`src/fpbs_pkg.sv`:
```
package fpbs_pkg;

	// Segment depth default
	localparam int ROW_DEPTH_DEF = 1024;

	// Field widths fixed by the item format
	localparam int VALUE_W    = 64;
	localparam int FIXED_W    = 63;
	localparam int ROW_W      = 10;
	localparam int COUNT_W    = 11;
	localparam int FRAC_W     = 6;
	localparam int PEXP_W     = 7;
	localparam int DB_W       = 6;
	localparam int PCOUNT_W   = 4;
	localparam int CFG_DATA_W = 7;

	// IEEE-754 double layout
	localparam int             EXP_W        = 11;
	localparam int             MANT_W       = 52;
	localparam logic [10:0]    EXP_ALL_ONES = 11'h7ff;
	localparam logic signed [11:0] EXP_BIAS = 12'sd1023;
	localparam logic signed [11:0] TOP_POS  = 12'sd63;
	localparam logic signed [11:0] SHIFT_LIMIT = 12'sd64;

	// Configuration register indexes
	localparam logic CFG_FRACTION_BITS = 1'b0;
	localparam logic CFG_EXP_FLOOR     = 1'b1;

	// Configuration reset values
	localparam logic [FRAC_W-1:0] FRACTION_BITS_RST = 6'd28;
	localparam logic [PEXP_W-1:0] EXP_FLOOR_RST     = 7'b1100100;

	typedef enum logic [1:0] {
		OP_LOAD   = 2'd0,
		OP_FINISH = 2'd1,
		OP_READ   = 2'd2,
		OP_CLEAR  = 2'd3
	} opcode_t;

	typedef enum logic [2:0] {
		ST_OK        = 3'd0,
		ST_BAD_VALUE = 3'd1,
		ST_OVERFLOW  = 3'd2,
		ST_FULL      = 3'd3,
		ST_BAD_ROW   = 3'd4
	} status_t;

	// Conversion result of one loaded value
	typedef struct packed {
		status_t              status;
		logic [FIXED_W-1:0]   fixed;
	} conv_t;

endpackage

```
`src/fpbs_planes.sv`:
```
module fpbs_planes (
	input  logic [fpbs_pkg::FIXED_W-1:0] delta,
	input  logic [fpbs_pkg::DB_W-1:0]    delta_bits,
	output logic [63:0]                  planes
);

	logic [5:0]  lsh;
	logic [63:0] aligned;
	logic [2:0]  full;
	logic [2:0]  rem;
	logic [7:0]  rmask;

	// Left-align the delta so full planes come off the top a byte at a time
	always_comb begin
		lsh     = 6'(7'd64 - {1'b0, delta_bits});
		aligned = {1'b0, delta} << lsh;
		full    = delta_bits[5:3];
		rem     = delta_bits[2:0];
		rmask   = 8'((9'd1 << rem) - 9'd1);
	end

	// Place full planes first, then the low partial plane
	always_comb begin
		planes = '0;
		for (int p = 0; p < 8; p++) begin
			if (delta_bits == '0) begin
				planes[8*p +: 8] = 8'd0;
			end else if (4'(p) < {1'b0, full}) begin
				planes[8*p +: 8] = aligned[8*(7-p) +: 8];
			end else if (4'(p) == {1'b0, full} && rem != 3'd0) begin
				planes[8*p +: 8] = delta[7:0] & rmask;
			end
		end
	end

endmodule

```
`config.mk`:
```
export PLATFORM = sky130hd
export DESIGN_NAME = fpbs_planes
export DESIGN_NICKNAME = d
export VERILOG_FILES = /design/src/fpbs_pkg.sv /design/src/fpbs_planes.sv
export SDC_FILE = /design/constraint.sdc
export NUM_CORES = 1
export LEC_CHECK = 0
export BUFFER_PORTS_ARGS = -buffer_cell sky130_fd_sc_hd__buf_2
export CAP_MARGIN = 10
export CORE_MARGIN = 8
export CORE_UTILIZATION = 46
export DETAILED_ROUTE_END_ITERATION = 7
export PLACE_DENSITY = 0.81
export REMOVE_ABC_BUFFERS = 1
export SLEW_MARGIN = 10
export SYNTH_ARGS = -nofsm -noshare
export SYNTH_HDL_FRONTEND = slang
export SYNTH_SLANG_ARGS = --single-unit
```
`constraint.sdc`:
```
create_clock -name vclk -period 9.35
set_input_delay 1.87 -clock vclk [all_inputs]
set_output_delay 1.87 -clock vclk [all_outputs]
set_load 0.02 [all_outputs]
```
==> results of run 1 <==
## cells in the final DEF, fill, tap and decap left out, types with 2 or more instances in the layout
| cell | netlist | routed |
|---|---|---|
| nand4_1 | 2 | 2 |
| or2_2 | 1 | 2 |
| a221o_1 | 2 | 2 |
| a31o_2 | 3 | 3 |
| a311oi_1 | 2 | 2 |
| a211o_1 | 4 | 4 |
| a21oi_1 | 20 | 20 |
| buf_4 | 7 | 14 |
| o32ai_1 | 5 | 5 |
| nand3_1 | 14 | 14 |
| ha_1 | 7 | 6 |
| o21a_1 | 3 | 3 |
| o22a_1 | 6 | 6 |
| o211ai_1 | 9 | 9 |
| clkinv_1 | 2 | 2 |
| xnor2_1 | 3 | 2 |
| buf_2 | 19 | 133 |
| inv_1 | 10 | 10 |
| nor4_1 | 2 | 2 |
| o211a_1 | 4 | 4 |
| mux4_2 | 32 | 32 |
| o31ai_1 | 2 | 2 |
| a211oi_1 | 7 | 7 |
| o21ai_0 | 25 | 25 |
| o221ai_1 | 13 | 13 |
| mux2i_1 | 101 | 101 |
| a22oi_1 | 4 | 4 |
| nand2_1 | 43 | 43 |
| xnor2_2 | 1 | 2 |
| a31oi_1 | 8 | 8 |
| nor2b_1 | 4 | 4 |
| o22ai_1 | 14 | 14 |
| or3_1 | 7 | 7 |
| mux2_2 | 89 | 89 |
| o21ai_1 | 4 | 4 |
| nor3_1 | 24 | 24 |
| a41oi_1 | 2 | 2 |
| nor2_1 | 80 | 80 |
## cell type report
class,count,area (um2),area share [%]
Multi-Input combinational cell,569,4760,82.7
Inverter,13,48.8,0.848
Timing Repair Buffer,147,771,13.4
Tap cell,140,175,3.04
## path summary, 6_finish.rpt
check | end | slack [ns]
setup / recovery | planes[23] | 1.86
hold / removal | planes[52] | 4.28
## critical path, delay by kind of cell
kind | cells | cell delay, ns
muxes | 4 | 1.17
adders and majority gates | 1 | 1.03
buffers and inverters | 4 | 1.00
AOI/OAI and AO/OA | 2 | 0.54
## cells by family (layout without fill, tap and decap cells)
kind of cell,count (synthesis),count (layout),synth area share [%]
buf+inv,71,160,7.21
mux,222,222,53.4
fa+ha+maj,7,7,1.71
xor+xnor,4,4,0.831
simple gates,187,187,16.4
compound gates,149,149,20.5
## layer usage
metal  global-route usage [%]  vias to the layer above  share of wire, %
met4                     14.5                        0               5.8
met5                        0                        -                 0
li1                         -                     2684                 -
met2                     44.2                      527                44
met3                     3.96                       93                13
met1                     36.0                     2865                38
## Yosys cell counts, types with 3 or more instances
master	n	area [um2]
a31oi_1	8	50.1
o22a_1	6	52.6
ha_1	7	87.6
buf_2	19	95.1
xnor2_1	3	26.3
o21ai_0	25	125
a211oi_1	7	52.6
a211o_1	4	35.0
mux2_2	89	1000
nor3_1	24	120
or3_1	7	43.8
buf_4	7	52.6
nor2_1	80	300
buf_1	4	15.0
a31o_2	3	26.3
mux2i_1	101	1010
o211ai_1	9	67.6
nand2_1	43	161
buf_6	7	78.8
nor2b_1	4	25.0
clkbuf_1	21	78.8
o21a_1	3	22.5
o32ai_1	5	43.8
a21oi_1	20	100
o21ai_1	4	20.0
inv_1	10	37.5
o22ai_1	14	87.6
o211a_1	4	40.0
a22oi_1	4	30.0
o221ai_1	13	114
mux4_2	32	721
nand3_1	14	70.1
## where the power goes
part	switching [uW]	internal (uW)	leakage, uW	total [uW]
registers	0	0	0	0
clock network	0	0	0	0
logic	342	219	0.00254	561
## metrics by stage
step	cells	setup slack [ns]	power [uW]	instance area [um2]	hold WS (ns)
after global placement	869	1.96	539	5760	4.24
after detailed placement	869	1.90	542	5760	4.25
after CTS	869	1.91	544	5760	4.24
final	869	1.86	561	5760	4.28
after floorplan	582	0.697	369	4800	3.89
after global routing	869	1.73	585	5760	4.29
==> metrics.md, run 1 <==
| Metric | Value |
|---|---|
| Outcome | `completed` |
| Most used cell, CP | `mux2i_1` |
| Vias | `a little over 6,000` |
| Final setup vio count | `0` |
| Proportion of layout cells with a drive suffix above 1 | `38.7%` |
| Fin crit share | `between 80% and 90%` |
| First-pass GRT wire length | `33.1 mm` |
| CP endpoint kind | `output pin` |
| Critical path required time | `7.48 ns` |
| # resized after CTS | `0` |
| DR vias/cell | `~7.1` |
| Starting DRT DRC Count | `roughly 1,000` |
| GRT overflow | `0` |
| HP Start | `delta[4]` |
| Critical Setup Path Class | `in -> out` |
| CP max FO | `48` |
| DIE HEIGHT | `122 um` |
| Worst VDD drop | `46.7 uV` |
| RSZ-0062 raised after global routing | `no` |
| CP cell instances | `buf_2, inv_2, ha_2, buf_4, mux2i_1, mux2i_1, mux2i_1, mux2i_1, a21oi_1, o21ai_0, buf_2` |
| Final hold viol count | `0` |
| Post-DP HPWL | `17.1 mm` |
| Post-CTS Setup Bufs | `0` |
| Detail Route Antenna Nets | `0` |
| Critical Path AT | `5.62 ns` |
| Die area | `14,800 um2` |
| Slew headroom | `between 10% and 20%` |
| Mapped cell area | `5120 um2` |
| FP Rows | `38` |
| Initial antenna violation count | `0` |
| # IOs | `between 100 and 150` |
| Max Freq | `around 0.13 GHz` |
| DRC errors left | `0` |
| CP max stage delay | `1.03 ns` |
| Syn Area/Cell | `about 8 um2` |
| Power Dens Cells | `97.5 nW/um2` |
| CP Launch Type | `input port` |
| Quantity of I/O buffers inserted on ports | `133` |
| GRT Overall Usage | `27.9%` |
| Vias in the first global route | `slightly below 6,000` |
| Routed wire per std cell | `25.3 um` |
| Critical path startpoint | `delta_bits[0]` |
| Max-cap viol count | `0` |
| Drt pass-1 iters | `5` |
| Worst-margin pin slew | `1.20 ns` |
| Post-layout nets | `807` |
| Slowest CP cell | `ha_2` |
| Leak | `0.00254 uW` |
| Max Slew Vio Count | `0` |
| Register area share after synthesis | `0%` |
| Cell variety after synth | `between 60 and 70` |
| Largest net degree at the start of global routing | `52` |
| Storage cell area | `0 um2` |
| Gpl congestion | `1.01` |
| Setup_tns | `0 ns` |
| Core area | `10,800 um2` |
| # hold bufs at CTS | `0` |
| Filler cell count | `1,083` |
| Die boundary width | `between 100 and 150 um` |
| Total Wirelength | `22.0 mm` |
| Ys Warns | `0` |
| Final core occ | `53.1%` |
| Clock buffers | `0` |
| Hold crit path type | `in -> out` |
| Final min period | `7.49 ns` |
| Area delta synth->final | `12.4%` |
| Seq cells | `0` |
| Initial Util | `47.2%` |
| Hold Crit Depth | `4` |
| Antenna diode instance count | `0` |
| Post-synthesis cell count | `640` |
(Power assumes the default switching activity.)
==> run 2: changes to the inputs <==
- clock period: 9.35 -> 7.71 ns (I/O delays scaled with it)
==> metrics.md, run 2 (synthesized netlist as in run 1, its figures left out) <==
| Metric | Value |
|---|---|
| Detail Route Antenna Nets | `0 (unchanged)` |
| CP bufs+invs | `4 (unchanged)` |
| CP Launch Type | `input port` |
| Routed wire per std cell | `26.0 um (+2.5%)` |
| Slowest CP cell | `ha_2` |
| Hold crit path type | `in -> out` |
| Final min period | `6.38 ns` |
| GRT Overall Usage | `29.0% (+1.2 points)` |
| DR vias/cell | `6.98 (-1.7%)` |
| DIE HEIGHT | `122 um (unchanged)` |
| CP cell instances | `buf_2, inv_2, ha_2, buf_12, mux2_2, mux2i_1, mux2i_1, mux2i_1, o21ai_0, a221o_1, buf_2` |
| # IOs | `133 (unchanged)` |
| Final hold viol count | `0 (unchanged)` |
| Fin crit share | `approximately 83%` |
| Storage cell area | `0 um2 (unchanged)` |
| Quantity of I/O buffers inserted on ports | `133 (unchanged)` |
| Post-layout nets | `809 (+0.25%)` |
| Power Dens Cells | `118 nW/um2 (+21%)` |
| DRC errors left | `0 (unchanged)` |
| GRT overflow | `0 (unchanged)` |
| Area delta synth->final | `13.2%` |
| Pre-CTS setup slack | `1.39 ns (-0.517 ns)` |
| Post-layout worst setup margin | `1.33 ns (-0.524 ns)` |
| Critical path required time | `6.17 ns (-1.31 ns)` |
| Proportion of layout cells with a drive suffix above 1 | `38.9% (+0.17 points)` |
| Largest net degree at the start of global routing | `52 (unchanged)` |
| Leak | `0.00256 uW (+0.74%)` |
| Most common cell after layout, fill and taps aside | `buf_2` |
| Slew headroom | `38.7% (+19 points)` |
| Most frequent cells in the layout | `buf_2, mux2i_1, mux2_2` |
| Vias | `6,080 (-1.4%)` |
| # resized after CTS | `0 (unchanged)` |
| Initial Util | `47.2% (unchanged)` |
| CP endpoint kind | `output pin` |
| Worst VDD drop | `51.0 uV (+9.3%)` |
| Total Wirelength | `22.6 mm (+2.7%)` |
| Gpl congestion | `1.01 (about the same)` |
| Critical Setup Path Class | `in -> out` |
| Core area | `10,800 um2 (unchanged)` |
| Final setup vio count | `0 (unchanged)` |
| Max-cap viol count | `0 (unchanged)` |
| Antenna diode instance count | `0 (unchanged)` |
| Max Slew Vio Count | `0 (unchanged)` |
| CP max stage delay | `0.62 ns (-0.41 ns)` |
| Most used cell, CP | `mux2i_1` |
| CP max FO | `49 (+2.1%)` |
| Drt pass-1 iters | `6 (+1)` |
| Die area | `14,800 um2 (unchanged)` |
| Critical Path AT | `4.83 ns (-0.79 ns)` |
| Die boundary width | `122 um (unchanged)` |
| First-pass GRT wire length | `34.3 mm (+3.7%)` |
| CP top delay family | `multiplexers` |
| Vias in the first global route | `5,734 (-0.71%)` |
| RSZ-0062 raised after global routing | `no` |
| Outcome | `completed` |
| Post-CTS Setup Bufs | `0 (unchanged)` |
| # hold bufs at CTS | `0 (unchanged)` |
| FP Rows | `38 (unchanged)` |
| Setup_tns | `0 ns (unchanged)` |
| Starting DRT DRC Count | `901 (-13%)` |
| Max Freq | `between 0.15 and 0.2 GHz` |
| Initial antenna violation count | `0 (unchanged)` |
| Clock buffers | `0 (unchanged)` |
| Seq cells | `0 (unchanged)` |
| Post-DP HPWL | `17.7 mm (+3.4%)` |
| Worst-margin pin slew | `0.914 ns (-0.289 ns)` |
-- run 2: cell types whose count changed in the layout (fill, tap and decap cells not counted), sizes merged --
cell | previous run | this run
buf | 147 | 149
-- run 2: cell type report --
cell class | count | area [um2]
Fill cell | 1072 | 5040
Inverter | 13 | 48.8
Multi-Input combinational cell | 569 | 4760
Tap cell | 140 | 175
Timing Repair Buffer | 149 | 811
-- run 2: through the flow --
step | cells | power (uW) | hold WS [ns] | util, % | instance area (um2)
global route | 871 | 717 | 3.64 | 53.5 | 5800
floorplan | 582 | 447 | 3.23 | - | 4800
detailed placement | 871 | 664 | 3.59 | 53.5 | 5800
global placement | 871 | 662 | 3.58 | 53.5 | 5800
CTS | 871 | 667 | 3.59 | 53.5 | 5800
finish | 871 | 685 | 3.62 | 53.5 | 5800
-- run 2: report_power, final --
part           switching [uW]  internal, uW
registers                   0             0
logic                     417           268
clock network               0             0
total                     417           268
-- run 2: layer usage --
metal	vias up	part of all wire, %	GRT usage (%)
met2	461	44	45.8
met5	-	0	0
met4	0	4.2	11.4
li1	2678	-	-
met3	60	11	4.65
met1	2881	41	38.9
-- run 2: worst min-delay path, delay by kind of cell --
family	cells	cell delay, ns
AO/OA/AOI/OAI	1	0.05
buffers and inverters	2	0.37
AND/OR/NAND/NOR	1	0.10
-- run 2: worst paths after layout --
path | start | endpoint | slack [ns] | depth (start not counted)
min | delta_bits[3] | planes[54] | 3.62 | 4
max | delta_bits[0] | planes[12] | 1.33 | 11
