**config.mk**
```make
export PLATFORM = sky130hd
export DESIGN_NAME = fpbs_range
export DESIGN_NICKNAME = d
export VERILOG_FILES = /design/src/fpbs_pkg.sv /design/src/fpbs_range.sv
export SDC_FILE = /design/constraint.sdc
export NUM_CORES = 1
export LEC_CHECK = 0
export BUFFER_PORTS_ARGS = -buffer_cell sky130_fd_sc_hd__buf_4
export CAP_MARGIN = 20
export CORE_ASPECT_RATIO = 0.6
export CORE_MARGIN = 1
export CORE_UTILIZATION = 35
export CTS_BUF_LIST = sky130_fd_sc_hd__clkbuf_16
export DETAILED_ROUTE_END_ITERATION = 6
export PLACE_DENSITY = 0.59
export SLEW_MARGIN = 20
export SYNTH_ARGS = -nofsm -noshare
export SYNTH_HDL_FRONTEND = slang
export SYNTH_SLANG_ARGS = --single-unit
```
**constraint.sdc**
```tcl
create_clock -name clk -period 3.5 [get_ports clk]
set_clock_uncertainty 0.15 [all_clocks]
set_input_delay 0.7 -clock clk [delete_from_list [all_inputs] [get_ports clk]]
set_output_delay 0.7 -clock clk [all_outputs]
set_load 0.05 [all_outputs]
```
**src/fpbs_pkg.sv**
```systemverilog
package fpbs_pkg;

	// Segment depth default
	localparam int ROW_DEPTH_DEF = 1024;

	// Field widths fixed by the item format
	localparam int VALUE_W    = 64;
	localparam int FIXED_W    = 63;
	localparam int ROW_W      = 10;
	localparam int COUNT_W    = 11;
	localparam int FRAC_W     = 6;
	localparam int PEXP_W     = 7;
	localparam int DB_W       = 6;
	localparam int PCOUNT_W   = 4;
	localparam int CFG_DATA_W = 7;

	// IEEE-754 double layout
	localparam int             EXP_W        = 11;
	localparam int             MANT_W       = 52;
	localparam logic [10:0]    EXP_ALL_ONES = 11'h7ff;
	localparam logic signed [11:0] EXP_BIAS = 12'sd1023;
	localparam logic signed [11:0] TOP_POS  = 12'sd63;
	localparam logic signed [11:0] SHIFT_LIMIT = 12'sd64;

	// Configuration register indexes
	localparam logic CFG_FRACTION_BITS = 1'b0;
	localparam logic CFG_EXP_FLOOR     = 1'b1;

	// Configuration reset values
	localparam logic [FRAC_W-1:0] FRACTION_BITS_RST = 6'd28;
	localparam logic [PEXP_W-1:0] EXP_FLOOR_RST     = 7'b1100100;

	typedef enum logic [1:0] {
		OP_LOAD   = 2'd0,
		OP_FINISH = 2'd1,
		OP_READ   = 2'd2,
		OP_CLEAR  = 2'd3
	} opcode_t;

	typedef enum logic [2:0] {
		ST_OK        = 3'd0,
		ST_BAD_VALUE = 3'd1,
		ST_OVERFLOW  = 3'd2,
		ST_FULL      = 3'd3,
		ST_BAD_ROW   = 3'd4
	} status_t;

	// Conversion result of one loaded value
	typedef struct packed {
		status_t              status;
		logic [FIXED_W-1:0]   fixed;
	} conv_t;

endpackage

```
**src/fpbs_range.sv**
```systemverilog
module fpbs_range (
	input  logic                         clk,
	input  logic [fpbs_pkg::FIXED_W-1:0] hi_val,
	input  logic [fpbs_pkg::FIXED_W-1:0] lo_val,
	output logic [fpbs_pkg::DB_W-1:0]    delta_bits
);

	logic [fpbs_pkg::FIXED_W-1:0] range_q;
	logic [fpbs_pkg::DB_W-1:0]    db_q;
	logic [63:0] w64;
	logic [31:0] w32;
	logic [15:0] w16;
	logic [7:0]  w8;
	logic [3:0]  w4;
	logic [1:0]  w2;
	logic [5:0]  msb;

	// Subtract the extremes into a register once they settle
	always_ff @(posedge clk) begin
		range_q <= hi_val - lo_val;
	end

	// Find the top set bit by halving the word
	always_comb begin
		w64    = {1'b0, range_q};
		msb[5] = |w64[63:32];
		w32    = msb[5] ? w64[63:32] : w64[31:0];
		msb[4] = |w32[31:16];
		w16    = msb[4] ? w32[31:16] : w32[15:0];
		msb[3] = |w16[15:8];
		w8     = msb[3] ? w16[15:8] : w16[7:0];
		msb[2] = |w8[7:4];
		w4     = msb[2] ? w8[7:4] : w8[3:0];
		msb[1] = |w4[3:2];
		w2     = msb[1] ? w4[3:2] : w4[1:0];
		msb[0] = w2[1];
	end

	always_ff @(posedge clk) begin
		db_q <= (range_q == '0) ? '0 : msb + 6'd1;
	end

	assign delta_bits = db_q;

endmodule

```
==> summary.txt, run 1 <==
CTS
  – Sink Count: 69
  – Hold-fix buffers at CTS: 0
  – Clock-pin slew on the worst setup and hold paths: approximately 0.060 ns
  – CTS tree: yes
  – H-tree Lvls: 3
  – Clk Latency, worst-skew pair: ~0.34 ns
  – CTS max path bufs: 2
  – Total CTS buffers: 9
  – CTS Root Cell: clkbuf_16

STA
  – Fin. Hold Viols: 0
  – Slew Viols, Final: 0
  – Tmin final: roughly 3.4 ns
  – Setup TNS: 0 ns
  – Slew @ Worst Pin: 0.632 ns
  – Final WS setup: between 0.1 and 0.15 ns
  – Setup violators final: 0
  – Final Cycle Share: 0.964
  – Slew margin rel.: 0.568
  – FMAX: 296 MHz

Routing
  – # DRC: 0
  – DR vias: 6238
  – Wirelength per Cell: about 15 µm
  – First drt pass iteration count: 5
  – First DRT Iteration DRCs: 471
  – Final ANT Viol Nets: 0
  – Post-DR vias/cell: between 5 and 6
  – Final wirelength: ~19 mm

Yosys
  – Number of distinct library cells after synthesis: 69
  – Avg Inst Size Synth: 7.70 µm²
  – Synth Cell Area: 5950 µm²
  – Seq/Total Area, Yosys: 0.232
  – Post-synth EDFFs: 0
  – Yosys warnings: 0
  – Post-synthesis async set-or-reset flop share: 0
  – Register bit total from synthesis: between 60 and 70
  – Syn Inst Count: 773
  – Top FF cell, synth: dfxtp_1
  – Syn Nets: 963

Layout
  – # diodes: 0
  – Design area: just over 8000 µm²
  – Commonest non-fill, non-tap cell in the layout: buf_4
  – Layout cells sized above 1: 0.277
  – Utilization after layout: 0.501
  – Most frequent cells in the layout: buf_4, inv_1, a21oi_1
  – Layout area overhead: 38.3%
  – # nets final: 1179

Place
  – Dpl hpwl: 15.8 mm
  – Port bufs: 132
  – Post-DP Area: around 8000 µm²
  – Dpl ws: -0.252 ns
  – Global placement routability congestion: about 0.9

Min path
  – Hold WC Path Type: reg -> reg
  – Hold path cells: 2

Floorplanning
  – Io pins: between 100 and 150
  – Starting Density: 0.362
  – FP Rows: 36
  – Die ar.: 17600 µm²
  – Core ar.: 16400 µm²
  – Die height: between 100 and 150 µm
  – Die X-Extent: 170 µm

Critical path
  – Startpoint Class: input port
  – Critical path type: in -> reg
  – Worst Path Arrival: 3.44 ns
  – Worst Path Required: 3.57 ns
  – Worst R2R Setup Slack: about 0.16 ns
  – Setup crit end kind: flip-flop
  – Reg2Reg Depth: 10
  – Crit Path Max Fanout: 3

Global routing
  – Gr ovfl total: 0
  – Antenna violations before repair: 0
  – Largest net degree at the start of global routing: 23
  – First-pass GRT wire length: 29.7 mm
  – GRT Overall Usage: 0.217
  – Number of global-route vias before repair: 5529

Pwr
  – P_sw: 1170 µW
  – Cell internal pwr: 2140 µW
  – Switch share: 0.353
  – Max VDD drop: 0.215 mV
  – Comb pwr share: 0.378
  – PwrDens: 401 nW/µm²
  – Sequential share of power: 0.345
  – Clock power share: 0.277
  – Leak: 0.00401 µW

Flow run
  – MaxCap Viol Count: 0

Outcome
  – Status: completed
-- power by group through the flow --
stage	Combinational, µW	Clock [µW]	Sequential (µW)
2_1_floorplan	718	0	1100
3_3_place_gp	1220	0	1140
3_5_place_dp	1210	0	1130
4_1_cts	1220	926	1120
5_1_grt	1380	968	1150
6_report	1250	917	1140
-- cell families (layout without fill, tap and decap cells) --
| family | Yosys count | after routing | synth area share |
|---|---|---|---|
| and+or+nand+nor | 208 | 208 | 0.178 |
| buffers and inverters | 109 | 330 | 0.0736 |
| xor gates and xnor gates | 59 | 59 | 0.0868 |
| muxes | 5 | 5 | 0.00988 |
| DFF | 69 | 69 | 0.232 |
| adders and majority gates | 63 | 63 | 0.134 |
| AOI/OAI and AO/OA | 260 | 260 | 0.286 |
-- per-stage QoR --
step | total power (µW) | hold WS (ns) | std cells
floorplan | 1810 | 0.334 | 773
global placement | 2360 | 0.416 | 1206
detailed placement | 2350 | 0.408 | 1206
CTS | 3270 | 0.416 | 1222
global route | 3490 | 0.464 | 1222
finish | 3300 | 0.434 | 1222
-- routing by layer --
layer | global-route usage | wire length [µm] | vias to the layer above
li1 | - | - | 3222
met1 | 0.375 | 11200 | 2765
met2 | 0.258 | 5910 | 239
met3 | 0.0392 | 1360 | 12
met4 | 0.0291 | 97 | 0
met5 | 0 | 0 | -
-- path summary, 6_finish.rpt --
kind                        from                  endpoint
max                    hi_val[1]       range_q[55]$_DFF_P_
min          range_q[31]$_DFF_P_  delta_bits[5]$_SDFF_PN0_
max reg2reg  range_q[52]$_DFF_P_  delta_bits[1]$_SDFF_PN0_
min reg2reg  range_q[31]$_DFF_P_  delta_bits[5]$_SDFF_PN0_
-- state kept, by name, indices dropped and copies added (netlist names) --
signal and count:
delta_bits 6, range_q 63
-- synth_stat cells (2+ instances only) --
cell type | n | area [µm²]
nor2_1 | 54 | 203
a211oi_1 | 5 | 37.5
o31ai_1 | 3 | 22.5
a221oi_1 | 5 | 43.8
a21oi_1 | 86 | 430
clkbuf_1 | 18 | 67.6
nor2b_1 | 4 | 25.0
mux2_1 | 2 | 22.5
and2_1 | 5 | 31.3
a2111o_1 | 2 | 22.5
a21o_1 | 40 | 300
a221o_1 | 7 | 70.1
and3_1 | 6 | 37.5
a2111oi_0 | 2 | 17.5
xnor2_1 | 41 | 359
nor4_2 | 2 | 25.0
o21a_1 | 10 | 75.1
a31oi_1 | 13 | 81.3
inv_1 | 85 | 319
nor4_1 | 13 | 81.3
ha_1 | 62 | 776
o21ai_0 | 38 | 190
nand2b_1 | 9 | 56.3
o211ai_1 | 4 | 30.0
dfxtp_1 | 69 | 1380
nor3_1 | 15 | 75.1
nand4_1 | 16 | 100
nand3_1 | 32 | 160
or4_4 | 2 | 22.5
nand2_1 | 38 | 143
buf_2 | 4 | 20.0
and4_1 | 2 | 17.5
a311o_1 | 2 | 20.0
nand3b_1 | 2 | 15.0
o21bai_1 | 18 | 135
o21ai_1 | 7 | 35.0
xor2_1 | 18 | 158
-- critical path: stages --
cell and delay [ns]:
buf_4 0.11, ha_1 0.26, nor2b_2 0.15, o31a_2 0.18, o21ai_2 0.09, nor4_2 0.22, buf_4 0.17, o21ai_2 0.08
or4_4 0.46, a2111oi_4 0.31, buf_4 0.17, o21ai_1 0.10, o31ai_1 0.30, xnor2_1 0.12
-- cell type report --
class / instances / area (µm²)
inverter: 85 / 319
multi-input combinational: 595 / 4220
clock inverter: 7 / 80.1
fill: 1615 / 8210
timing repair buffer: 229 / 1720
clock buffer: 9 / 225
tap: 228 / 285
sequential: 69 / 1380
-- timing repair --
action | 4_1_cts | 5_1_grt
setup endpoints to repair | 0 | 12
resized for setup | 0 | 15
setup buffers | 0 | 0
No activity file was read; power rests on OpenSTA's default activity.
==> run 2, diff against run 1 <==
--- a/config.mk
+++ b/config.mk
@@ -7,12 +7,15 @@
 export LEC_CHECK = 0
 export BUFFER_PORTS_ARGS = -buffer_cell sky130_fd_sc_hd__buf_4
 export CAP_MARGIN = 20
+export CELL_PAD_IN_SITES_DETAIL_PLACEMENT = 2
+export CELL_PAD_IN_SITES_GLOBAL_PLACEMENT = 2
 export CORE_ASPECT_RATIO = 0.6
 export CORE_MARGIN = 1
-export CORE_UTILIZATION = 35
+export CORE_UTILIZATION = 28
 export CTS_BUF_LIST = sky130_fd_sc_hd__clkbuf_16
 export DETAILED_ROUTE_END_ITERATION = 6
-export PLACE_DENSITY = 0.59
+export PLACE_DENSITY = 0.78
+export REMOVE_ABC_BUFFERS = 1
 export SLEW_MARGIN = 20
 export SYNTH_ARGS = -nofsm -noshare
 export SYNTH_HDL_FRONTEND = slang
==> run 2 against run 1 <==
  * Clock power down 4.5%
  * Final cell count grew 4.7%
  * Non-clock buffer count grew 12
  * Maximum frequency down 0.98%
  * Sequential cell count unchanged
  * Die area is 25% higher
  * Highest routed layer unchanged
==> summary.txt, run 2 (synthesis gave the netlist of run 1 again) <==
CTS
  – CTS tree: yes
  – Clk Latency, worst-skew pair: 0.34 ns (about the same)
  – Clock-pin slew on the worst setup and hold paths: 0.07 ns (about the same)
  – H-tree Lvls: 3 (unchanged)
  – CTS Root Cell: clkbuf_16
  – CTS max path bufs: 2 (unchanged)
  – Sink Count: 69 (unchanged)
  – Total CTS buffers: 9 (unchanged)

Layout
  – Register Area: 1380 µm² (unchanged)
  – Max reg flops: 63 (unchanged)
  – Most frequent cells in the layout: buf_4, inv_1, a21oi_1
  – Design area: 8390 µm² (+1.9%)
  – Largest Register: range_q
  – Fillers: 2401 (+49%)
  – Commonest non-fill, non-tap cell in the layout: buf_4
  – Multi-input gate area: 4240 µm² (+0.47%)
  – # diodes: 0 (unchanged)
  – Layout cells sized above 1: 0.291 (+0.0146)
  – # nets final: 1191 (+1.0%)
  – Utilization after layout: 0.411 (-0.0899)
  – Layout area overhead: 40.9%

STA
  – Setup violators final: 0 (unchanged)
  – Slew @ Worst Pin: 0.613 ns (-0.0191 ns)
  – Slew Viols, Final: 0 (unchanged)
  – RSZ-0062 raised after global routing: yes
  – FMAX: 293 MHz (-0.98%)
  – Tmin final: 3.41 ns (+0.0334 ns)
  – Slew margin rel.: 0.588 (+0.0198)
  – Final Cycle Share: 0.974 (+0.00956)
  – Fin. Hold Viols: 0 (unchanged)
  – Hold WS: 0.495 ns (+0.0609 ns)

Critical path
  – Worst R2R Setup Slack: 0.09 ns (-0.07 ns)
  – Critical path type: reg -> reg
  – Setup crit end kind: flip-flop
  – Startpoint Class: flip-flop
  – Worst Path Arrival: 3.47 ns (+0.03 ns)
  – Worst Path Required: 3.57 ns (about the same)
  – Reg2reg start: range_q[52]$_DFF_P_
  – Crit Path Max Fanout: 23 (+20)
  – Reg-to-Reg End: delta_bits[1]$_SDFF_PN0_
  – Reg2Reg Depth: 11 (+1)

Global routing
  – GRT Overall Usage: 0.236 (+0.0195)
  – Number of global-route vias before repair: 7151 (+29%)
  – Gr ovfl total: 0 (unchanged)
  – First-pass GRT wire length: 40.1 mm (+35%)
  – Antenna violations before repair: 1 (+1)
  – Largest net degree at the start of global routing: 24 (+4.3%)

Floorplanning
  – Core ar.: 20400 µm² (+24%)
  – Die height: 115 µm (+12%)
  – Starting Density: 0.292 (-0.0706)
  – Die ar.: 21900 µm² (+25%)
  – FP Rows: 40 (+11%)
  – Io pins: 133 (unchanged)
  – Die X-Extent: 190 µm (+12%)

Pwr
  – Leak: 0.00406 µW (+1.4%)
  – PwrDens: 405 nW/µm² (+1.0%)
  – Final Total Pwr: 3400 µW (+2.9%)
  – Max VDD drop: 0.289 mV (+34%)

Routing
  – Post-DR vias/cell: 5.28 (+3.5%)
  – Final ANT Viol Nets: 0 (unchanged)
  – Final wirelength: 25.6 mm (+38%)
  – # DRC: 0 (unchanged)
  – Wirelength per Cell: 20.0 µm (+32%)
  – First drt pass iteration count: 5 (unchanged)
  – First DRT Iteration DRCs: 272 (-42%)
  – DR vias: 6756 (+8.3%)

Place
  – Port bufs: 132 (unchanged)
  – Global placement routability congestion: 0.894 (-3.5%)
  – Post-DP Area: 7980 µm² (+1.8%)
  – Dpl hpwl: 21.7 mm (+37%)

Min path
  – Hold WC Path Type: in -> reg
  – Hold path endpoint: range_q[0]$_DFF_P_
  – Hold_sp: lo_val[0]
  – Hold path cells: 3 (+1)

Outcome
  – Status: completed

Flow run
  – MaxCap Viol Count: 0 (unchanged)
==> run 2: changes by cell type in the layout (fill, tap and decap cells not counted), moves of 2 or more <==
cell	change
nor4_2	+2
nor4_1	-2
buf_4	+11
a221oi_2	-3
o21ai_0	-3
o21ai_1	+2
a221oi_1	+2
==> run 2: area by class of cell <==
| class | count | area share |
|---|---|---|
| clock inverters | 7 | 0.00686 |
| clock buffers | 9 | 0.0268 |
| flip-flops and latches | 69 | 0.165 |
| repair buffers | 241 | 0.217 |
| well taps | 273 | 0.0407 |
| multi-input cells | 595 | 0.506 |
| inverters | 85 | 0.0380 |
==> run 2: routing by layer <==
layer,GRT usage,part of all wire,vias up
li1,-,-,3239
met1,0.361,0.53,3316
met2,0.349,0.40,182
met3,0.0388,0.056,19
met4,0.0341,0.0073,0
met5,0,0,-
==> run 2: metrics by stage <==
stage	setup WS, ns	setup TNS [ns]	instances
5_1_grt	-0.143	-0.182	1279
3_5_place_dp	-0.530	-6.36	1261
2_1_floorplan	-0.00922	-0.00922	749
3_3_place_gp	-0.284	-3.05	1261
6_report	0.0927	0	1279
4_1_cts	0.00226	0	1277
==> run 2: worst max path at each step <==
stage	slack (ns)	start	depth (start not counted)	endpoint
finish	0.09	range_q[52]$_DFF_P_	11	delta_bits[1]$_SDFF_PN0_
global placement	-0.28	hi_val[0]	16	range_q[54]$_DFF_P_
floorplan	-0.009	hi_val[0]	13	range_q[54]$_DFF_P_
CTS	0.002	lo_val[1]	15	range_q[59]$_DFF_P_
detailed placement	-0.53	hi_val[0]	16	range_q[58]$_DFF_P_
global route	-0.14	lo_val[1]	15	range_q[59]$_DFF_P_
==> run 2: timing repair <==
item | CTS | global route
cloned | 0 | 0
endpoints found under the setup margin | 11 | 14
setup buffers | 0 | 2
pin swaps | 1 | 10
hold buffers | 0 | 0
endpoints found under the hold margin | 0 | 0
resized for setup | 6 | 19
==> run 2: worst max-delay path: stages (launching register included) <==
cell and delay [ns]:
dfxtp_1 0.35, or4_4 0.58, nor2b_2 0.16, a31oi_1 0.15, o21a_4 0.27, buf_12 0.16, or3_4 0.40, o22ai_4 0.23
a21oi_1 0.22, or3b_1 0.42, nand3_1 0.11, a31oi_1 0.06
==> run 2: report_power, final <==
part           leakage (µW)  internal (µW)  switching [µW]  total (µW)
combinational       0.00335            634             739        1370
clock              0.000134            489             386         876
sequential         0.000581            969             184        1150
