$ cat src/fpbs_pkg.sv
package fpbs_pkg;

	// Segment depth default
	localparam int ROW_DEPTH_DEF = 1024;

	// Field widths fixed by the item format
	localparam int VALUE_W    = 64;
	localparam int FIXED_W    = 63;
	localparam int ROW_W      = 10;
	localparam int COUNT_W    = 11;
	localparam int FRAC_W     = 6;
	localparam int PEXP_W     = 7;
	localparam int DB_W       = 6;
	localparam int PCOUNT_W   = 4;
	localparam int CFG_DATA_W = 7;

	// IEEE-754 double layout
	localparam int             EXP_W        = 11;
	localparam int             MANT_W       = 52;
	localparam logic [10:0]    EXP_ALL_ONES = 11'h7ff;
	localparam logic signed [11:0] EXP_BIAS = 12'sd1023;
	localparam logic signed [11:0] TOP_POS  = 12'sd63;
	localparam logic signed [11:0] SHIFT_LIMIT = 12'sd64;

	// Configuration register indexes
	localparam logic CFG_FRACTION_BITS = 1'b0;
	localparam logic CFG_EXP_FLOOR     = 1'b1;

	// Configuration reset values
	localparam logic [FRAC_W-1:0] FRACTION_BITS_RST = 6'd28;
	localparam logic [PEXP_W-1:0] EXP_FLOOR_RST     = 7'b1100100;

	typedef enum logic [1:0] {
		OP_LOAD   = 2'd0,
		OP_FINISH = 2'd1,
		OP_READ   = 2'd2,
		OP_CLEAR  = 2'd3
	} opcode_t;

	typedef enum logic [2:0] {
		ST_OK        = 3'd0,
		ST_BAD_VALUE = 3'd1,
		ST_OVERFLOW  = 3'd2,
		ST_FULL      = 3'd3,
		ST_BAD_ROW   = 3'd4
	} status_t;

	// Conversion result of one loaded value
	typedef struct packed {
		status_t              status;
		logic [FIXED_W-1:0]   fixed;
	} conv_t;

endpackage

$ cat src/fpbs_convert.sv
module fpbs_convert (
	input  logic [fpbs_pkg::VALUE_W-1:0] value_bits,
	input  logic [fpbs_pkg::FRAC_W-1:0]  fraction_bits,
	input  logic [fpbs_pkg::PEXP_W-1:0]  exp_floor,
	output fpbs_pkg::conv_t              conv
);

	logic [fpbs_pkg::EXP_W-1:0] exp_field;
	logic signed [11:0]         exponent;
	logic signed [11:0]         pexp;
	logic signed [11:0]         shift;
	logic [63:0]                sig;
	logic [63:0]                shifted;

	// Unpack the double and form the right shift that lands on the fraction point
	always_comb begin
		exp_field = value_bits[62 -: fpbs_pkg::EXP_W];
		exponent  = $signed({1'b0, exp_field}) - fpbs_pkg::EXP_BIAS;
		pexp      = 12'(signed'(exp_floor));
		shift     = fpbs_pkg::TOP_POS - exponent - $signed({6'b0, fraction_bits});
		sig       = {1'b1, value_bits[fpbs_pkg::MANT_W-1:0], 11'b0};
		shifted   = sig >> shift[5:0];
	end

	// Classify in priority order: zero, bad value, underflow, overflow, range
	always_comb begin
		conv.status = fpbs_pkg::ST_OK;
		conv.fixed  = '0;
		priority if (value_bits[62:0] == 63'd0) begin
			conv.status = fpbs_pkg::ST_OK;
		end else if (value_bits[63] || exp_field == fpbs_pkg::EXP_ALL_ONES) begin
			conv.status = fpbs_pkg::ST_BAD_VALUE;
		end else if (exponent < pexp) begin
			conv.status = fpbs_pkg::ST_OK;
		end else if (shift <= 12'sd0) begin
			conv.status = fpbs_pkg::ST_OVERFLOW;
		end else if (shift >= fpbs_pkg::SHIFT_LIMIT) begin
			conv.status = fpbs_pkg::ST_OK;
		end else begin
			conv.fixed = shifted[fpbs_pkg::FIXED_W-1:0];
		end
	end

endmodule

$ cat config.mk
export PLATFORM = sky130hd
export DESIGN_NAME = fpbs_convert
export DESIGN_NICKNAME = d
export VERILOG_FILES = /design/src/fpbs_pkg.sv /design/src/fpbs_convert.sv
export SDC_FILE = /design/constraint.sdc
export NUM_CORES = 1
export LEC_CHECK = 0
export BUFFER_PORTS_ARGS = -buffer_cell sky130_fd_sc_hd__buf_2
export CAP_MARGIN = 30
export CORE_MARGIN = 1
export CORE_UTILIZATION = 30
export DETAILED_ROUTE_END_ITERATION = 8
export PLACE_DENSITY = 0.56
export REMOVE_ABC_BUFFERS = 1
export SETUP_SLACK_MARGIN = 0.3
export SLEW_MARGIN = 20
export SYNTH_ARGS = -nofsm -noshare
export SYNTH_HDL_FRONTEND = slang
export SYNTH_SLANG_ARGS = --single-unit
$ cat constraint.sdc
create_clock -name vclk -period 9.55
set_input_delay 0.955 -clock vclk [all_inputs]
set_output_delay 0.955 -clock vclk [all_outputs]
set_load 0.005 [all_outputs]
==> results of run 1 <==
## cell usage after synthesis, types with 4 or more instances
| cell | instances | area [sq um] |
|---|---|---|
| and2_1 | 4 | 25.0 |
| a21o_1 | 4 | 30.0 |
| inv_1 | 26 | 97.6 |
| o211ai_1 | 4 | 30.0 |
| nor3_1 | 12 | 60.1 |
| nand3_1 | 16 | 80.1 |
| nor4_1 | 18 | 113 |
| mux2i_1 | 58 | 581 |
| a2bb2oi_1 | 4 | 35.0 |
| xor2_1 | 9 | 78.8 |
| mux4_2 | 52 | 1170 |
| nor2_1 | 26 | 97.6 |
| mux2_2 | 44 | 495 |
| nand4_1 | 8 | 50.1 |
| xnor2_1 | 12 | 105 |
| nor3_2 | 39 | 390 |
| buf_6 | 4 | 45.0 |
| ha_1 | 22 | 275 |
| and3_1 | 4 | 25.0 |
| a21oi_1 | 18 | 90.1 |
| nand2_1 | 48 | 180 |
| buf_2 | 18 | 90.1 |
| buf_1 | 10 | 37.5 |
| a22oi_1 | 19 | 143 |
| clkbuf_1 | 24 | 90.1 |
| a32oi_1 | 7 | 61.3 |
| nor3b_1 | 13 | 97.6 |
| nor2b_1 | 5 | 31.3 |
| nand2b_1 | 5 | 31.3 |
| o21ai_0 | 39 | 195 |
## cells in the final DEF, fill, tap and decap left out, drive strengths merged, types with 12 or more instances in the layout
cell   instances
buf          154
mux2i         58
mux4          52
nor3          52
nand2         48
mux2          44
o21ai         40
nor2          26
inv           26
ha            22
a22oi         19
nor4          19
a21oi         18
nand3         17
nor3b         14
xnor2         12
## worst min path at each step
stage,to,from
after detailed placement,conv[63],value_bits[63]
after CTS,conv[63],value_bits[63]
after floorplan,conv[63],value_bits[63]
final,conv[63],value_bits[63]
after global routing,conv[63],value_bits[63]
after global placement,conv[63],value_bits[63]
## area by class of cell
class              instances  area (sq um)  share of cell area, %
inverters                 26          97.6                   1.56
multi-input cells        545          5060                   81.0
well taps                225           282                   4.51
repair buffers           154           805                   12.9
## through the flow
stage               total power [uW]  instance area (sq um)
detailed placement              1000                   6240
finish                          1030                   6240
CTS                             1010                   6240
global route                    1100                   6240
floorplan                        769                   5090
global placement                1000                   6230
## layer usage
metal	part of all wire [%]	routed length (um)	track usage, %
met4	0.98	193	2.18
met3	7.5	1470	2.42
met2	46	8970	33.2
met5	0	0	0
met1	46	9000	30.6
## where the power goes
group	total, uW	internal [uW]	switching [uW]
Clock	0	0	0
Sequential	0	0	0
Combinational	1030	421	608
## logic make-up after synthesis
family | share of synthesized area [%]
and+or+nand+nor | 25.6
xor gates and xnor gates | 3.42
buffers and inverters | 7.12
muxes | 41.8
AOI/OAI and AO/OA | 16.3
other | 0.0698
adders and majority gates | 5.68
==> results_dict.tcl, run 1 <==
set metrics [dict create \
    powerDensity_nw_per_um2 165 \
    status "completed" \
    dp_cells 950 \
    ys_seq_area_share_pct 0 \
    endpoint_kind "output port" \
    grt_max_degree 63 \
    die_h_um 136 \
    min_path_cells 4 \
    crit_family "simple AND/OR/NAND/NOR gates" \
    critPathLaunchType "input pin" \
    wire_per_inst_um 20.7 \
    avgViaCountPerCell 5.89 \
    finalSetupViolations 0 \
    tns_ns 0 \
    path_cells "buf_2 -> and3_1 -> and3_1 -> xor2_1 -> inv_1 -> ha_1 -> ha_1 -> and3_1 -> a2111o_1 -> a2111oi_0 -> o21ai_1 -> xor2_1 -> nand2_2 -> buf_4 -> nor4_1 -> buf_2" \
    fill_cells 1874 \
    max_stage_delay_ns 0.48 \
    hold-worst-slack_ns 2.35 \
    syn_to_final_growth_pct 16.2 \
    slowest_stage "a2111o_1" \
    required_ns 8.60 \
    critPathCapture "conv[53]" \
    avgSynthCellArea_sq_um 8.53 \
    post-route-period-util_pct 62.9 \
    hold_buffers 0 \
    cp_common_cell "and3_1" \
    io_buffers 142 \
    ys.warnings.count 0 \
    postCtsResizedCells 0 \
    grt_pass1_vias 5177 \
    place.gp.congestion 0.910 \
    setup_slack_ns 3.54 \
    diodes 0 \
    syn_inst 630 \
    p_leak_uw 0.00250 \
    critPathKind "input pin to output port" \
    die_x_um 136 \
    num-clock-buffers 0 \
    synth_cell_types 71 \
    max_slew_margin_pct 37.8 \
    rsz0062_at_grt "no" \
    critPathBufInv 4 \
    critPathLaunch "value_bits[54]" \
    finalWirelength_um 19600 \
    fin_util_pct 35.9 \
    drc_errors 0 \
    postCtsSetupBuffers 0 \
    numSequentialCells 0 \
    gr-usage-all-layers_pct 20.8 \
    grt_first_pass_wirelength_um 30000 \
    initial_core_util_pct 30.9 \
    hp-class "input pin to output port" \
    coreArea_sq_um 17400 \
    irDropWorstVdd_mv 0.100 \
    min_period_ns 6.01 \
    dieArea_sq_um 18500 \
    cp.arrival_ns 5.05 \
    grt_overflow_total 0 \
    final_antenna_net_count 0 \
    slew_viol_final 0 \
    cp.depth 16 \
    pin_count 143 \
    worst_slew_pin_slew_ns 0.921 \
    fin_cells 950 \
    layout-drive-gt1-share_pct 43.2 \
    firstDrtPassIters 5 \
    place_ws_ns 3.54 \
    via_count 5597 \
    seqCellArea_sq_um 0 \
    drt_iter0_drc 524 \
    fmax_ghz 0.167 \
    max-cap-violations 0 \
    antenna_found_initial 0 \
    netlist_area_sq_um 5370 \
    nNetsFinal 827 \
    rows 48 \
    hold_viol_final 0 \
    dpl.hpwl_um 15600 \
    cp_max_fo 47 \
]
Power figures use the tool's default switching activity.
==> inputs of run 2 (changes only) <==
Settings changed: PLACE_DENSITY 0.56 to 0.58.
Clock period 9.55 ns to 4.9 ns, I/O delays scaled along.
==> results_dict.tcl, run 2 (synthesis results as in run 1) <==
set metrics [dict create \
    status "completed" \
    wire_per_inst_um 20.7 \
    intPower_uw 948 \
    fill_cells 1804 \
    pin_count 143 \
    syn_to_final_growth_pct 27.6 \
    avgViaCountPerCell 5.90 \
    grt_overflow_total 0 \
    max-cap-violations 0 \
    grt_first_pass_wirelength_um 30300 \
    rows 48 \
    initial_core_util_pct 30.9 \
    place_area_sq_um 6460 \
    max_slew_margin_pct 52.0 \
    p_leak_uw 0.00278 \
    required_ns 4.41 \
    final_cell_mix "buf_2, mux2i_1, mux4_2" \
    firstDrtPassIters 6 \
    slew_viol_final 0 \
    dp_cells 973 \
    worst_slew_pin_slew_ns 0.714 \
    rsz0062_at_grt "no" \
    layout-drive-gt1-share_pct 49.2 \
    drc_errors 0 \
    irDropWorstVdd_mv 0.147 \
    antenna_found_initial 0 \
    endpoint_kind "output port" \
    cp.arrival_ns 3.98 \
    powerDensity_nw_per_um2 324 \
    fin_cells 985 \
    final_antenna_net_count 0 \
    dieArea_sq_um 18500 \
    min_period_ns 4.47 \
    final_common_cell "buf_2" \
    grt_pass1_vias 5241 \
    netSwitchingPower_uw 1270 \
    io_buffers 142 \
    pwr-share-comb_pct 100.0 \
    gr-usage-all-layers_pct 20.9 \
    place.gp.congestion 0.921 \
    die_x_um 136 \
    nNetsFinal 862 \
    diodes 0 \
    numSequentialCells 0 \
    p_seq_share_pct 0 \
    num-clock-buffers 0 \
    drt_iter0_drc 502 \
    die_h_um 136 \
    via_count 5810 \
    grt_max_degree 35 \
    seqCellArea_sq_um 0 \
    post-route-period-util_pct 91.3 \
    hold_viol_final 0 \
    hp-class "input pin to output port" \
    fmax_ghz 0.224 \
    finalWirelength_um 20400 \
    hold_buffers 0 \
    critPathLaunchType "input pin" \
    critPathKind "input pin to output port" \
    power_frac_clock_pct 0 \
    cp_max_fo 8 \
    swShare_pct 57.3 \
    design_area_sq_um 6860 \
    finalSetupViolations 0 \
    dpl.hpwl_um 16500 \
    coreArea_sq_um 17400 \
]
run 2: per-layer routing:
layer | global-route usage (%) | share of wire [%]
met4 | 2.31 | 1.2
met5 | 0 | 0
met3 | 2.05 | 7.9
met2 | 33.4 | 46
met1 | 31.0 | 45
run 2: path summary, 6_finish.rpt:
kind | slack (ns) | start | cells after the start | endpoint
setup / recovery | 0.43 | value_bits[52] | 17 | conv[21]
hold / removal | 1.49 | value_bits[63] | 4 | conv[63]
run 2: what timing repair did:
item | CTS | global route
endpoints found under the setup margin | 60 | 62
hold endpoints to repair | 0 | 0
gates resized for setup | 13 | 37
buffers inserted | 1 | 8
gates cloned | 0 | 2
pin swaps | 5 | 7
run 2: layout make-up:
type / count / area, sq um / area share (%)
timing repair buffer: 189 / 1180 / 17.3
tap: 225 / 282 / 4.11
multi-input combinational: 545 / 5290 / 77.2
inverter: 26 / 97.6 / 1.42
run 2: per-stage QoR:
stage	hold WS, ns	setup WS, ns	utilization, %	total power [uW]	setup TNS (ns)
global placement	1.48	0.0869	37.1	2090	0
global route	1.49	0.288	39.4	2370	0
CTS	1.48	0.316	37.6	2110	0
floorplan	1.13	-2.20	-	1500	-121.64
detailed placement	1.48	0.0285	37.1	2080	0
finish	1.49	0.428	39.4	2220	0
run 2: critical path: stages:
cell,delay (ns)
clkbuf_4,0.15
and3_1,0.20
buf_4,0.15
xnor2_1,0.19
xnor2_1,0.15
ha_1,0.37
nor2b_2,0.22
o31a_1,0.30
buf_4,0.15
a21o_1,0.24
and4_1,0.27
a221oi_4,0.25
buf_4,0.18
nand3_4,0.13
buf_12,0.20
nor3_2,0.19
buf_2,0.16
run 2: power by group through the flow:
| stage | combinational [uW] | sequential, uW | clock [uW] |
|---|---|---|---|
| after floorplan | 1500 | 0 | 0 |
| after global placement | 2090 | 0 | 0 |
| after detailed placement | 2080 | 0 | 0 |
| after CTS | 2110 | 0 | 0 |
| after global routing | 2370 | 0 | 0 |
| final | 2220 | 0 | 0 |
==> inputs of run 3 (changes only) <==
Settings changed: REMOVE_ABC_BUFFERS 1 to default.
==> results_dict.tcl, run 3 (synthesis results as in run 1) <==
set metrics [dict create \
    via_count 5747 \
    post-route-period-util_pct 91.4 \
    dpl.hpwl_um 16300 \
    cp.arrival_ns 3.99 \
    critPathLaunch "value_bits[52]" \
    max-cap-violations 0 \
    gr-usage-all-layers_pct 20.7 \
    critPathBufInv 5 \
    rsz0062_at_grt "no" \
    tns_ns 0 \
    slowest_stage "a2111o_1" \
    nNetsFinal 853 \
    place.gp.congestion 0.919 \
    endpoint_kind "output port" \
    dp_cells 966 \
    die_h_um 136 \
    critPathKind "input pin to output port" \
    grt_pass1_vias 5123 \
    numSequentialCells 0 \
    hold-worst-slack_ns 1.33 \
    dieArea_sq_um 18500 \
    antenna_found_initial 0 \
    coreArea_sq_um 17400 \
    final_antenna_net_count 0 \
    syn_to_final_growth_pct 25.1 \
    grt_first_pass_wirelength_um 30100 \
    irDropWorstVdd_mv 0.159 \
    cp_max_fo 11 \
    avgViaCountPerCell 5.89 \
    firstDrtPassIters 7 \
    place_ws_ns 0.113 \
    grt_overflow_total 0 \
    layout-drive-gt1-share_pct 47.4 \
    setup_slack_ns 0.423 \
    diodes 0 \
    min_period_ns 4.48 \
    fin_cells 976 \
    critPathCapture "conv[16]" \
    drt_iter0_drc 601 \
    num-clock-buffers 0 \
    required_ns 4.41 \
    worst_slew_pin_slew_ns 1.02 \
    slew_viol_final 0 \
    finalSetupViolations 0 \
    io_buffers 142 \
    syn_nets 730 \
    max_slew_margin_pct 31.4 \
    status "completed" \
    final_cell_mix "buf_2, mux2i_1, mux4_2" \
    hold_viol_final 0 \
    p_leak_uw 0.00271 \
    wire_per_inst_um 20.6 \
    drc_errors 0 \
    final_common_cell "buf_2" \
    rows 48 \
    cp.depth 16 \
    seqCellArea_sq_um 0 \
    critPathLaunchType "input pin" \
    grt_max_degree 59 \
    die_x_um 136 \
    fmax_ghz 0.223 \
    pin_count 143 \
    powerDensity_nw_per_um2 334 \
    max_stage_delay_ns 0.48 \
    crit_family "compound AO/OA/AOI/OAI gates" \
    hp-class "input pin to output port" \
    initial_core_util_pct 30.9 \
    path_cells "clkbuf_4 -> and3_4 -> and3_4 -> xor2_2 -> inv_1 -> ha_1 -> ha_4 -> and3_1 -> a2111o_1 -> a2111oi_4 -> o21ai_2 -> buf_4 -> xnor2_4 -> buf_4 -> nor3_1 -> buf_2" \
    finalWirelength_um 20100 \
]
-- run 3: timing repair --
| item | in CTS | in global routing |
|---|---|---|
| cloned | 0 | 4 |
| gates resized for setup | 3 | 27 |
| pin swaps | 2 | 7 |
| hold buffers | 0 | 0 |
| endpoints found under the setup margin | 58 | 63 |
| setup buffers | 1 | 5 |
-- run 3: report_power, final --
group / leakage, uW / internal (uW) / switching, uW / total [uW]
logic: 0.00271 / 933 / 1320 / 2250
registers: 0 / 0 / 0 / 0
clock network: 0 / 0 / 0 / 0
-- run 3: how the worst min path moves through the flow --
stage	startpoint	to	slack [ns]	cells after the start
floorplan	value_bits[63]	conv[63]	1.13	2
global placement	value_bits[63]	conv[63]	1.33	4
detailed placement	value_bits[63]	conv[63]	1.34	4
CTS	value_bits[63]	conv[63]	1.35	4
global route	value_bits[63]	conv[63]	1.38	4
finish	value_bits[63]	conv[63]	1.33	4
-- run 3: final cells by class --
class	count	area, sq um
multi-input combinational	545	5210
inverter	26	97.6
timing repair buffer	180	1140
fill	1820	10700
tap	225	282
-- run 3: stage by stage --
| step | utilization [%] | total power, uW | cell area [sq um] |
|---|---|---|---|
| after global routing | 38.6 | 2380 | 6720 |
| after global placement | 37.0 | 2130 | 6440 |
| after detailed placement | 37.0 | 2110 | 6440 |
| final | 38.6 | 2250 | 6720 |
| after CTS | 37.0 | 2120 | 6450 |
| after floorplan | - | 1500 | 5370 |
-- run 3: routing by layer --
metal | track usage [%] | part of all wire [%] | up-vias
li1 | - | - | 2710
met1 | 34.1 | 49 | 2749
met2 | 28.8 | 42 | 276
met3 | 2.87 | 8.7 | 12
met4 | 1.19 | 0.51 | 0
met5 | 0 | 0 | -
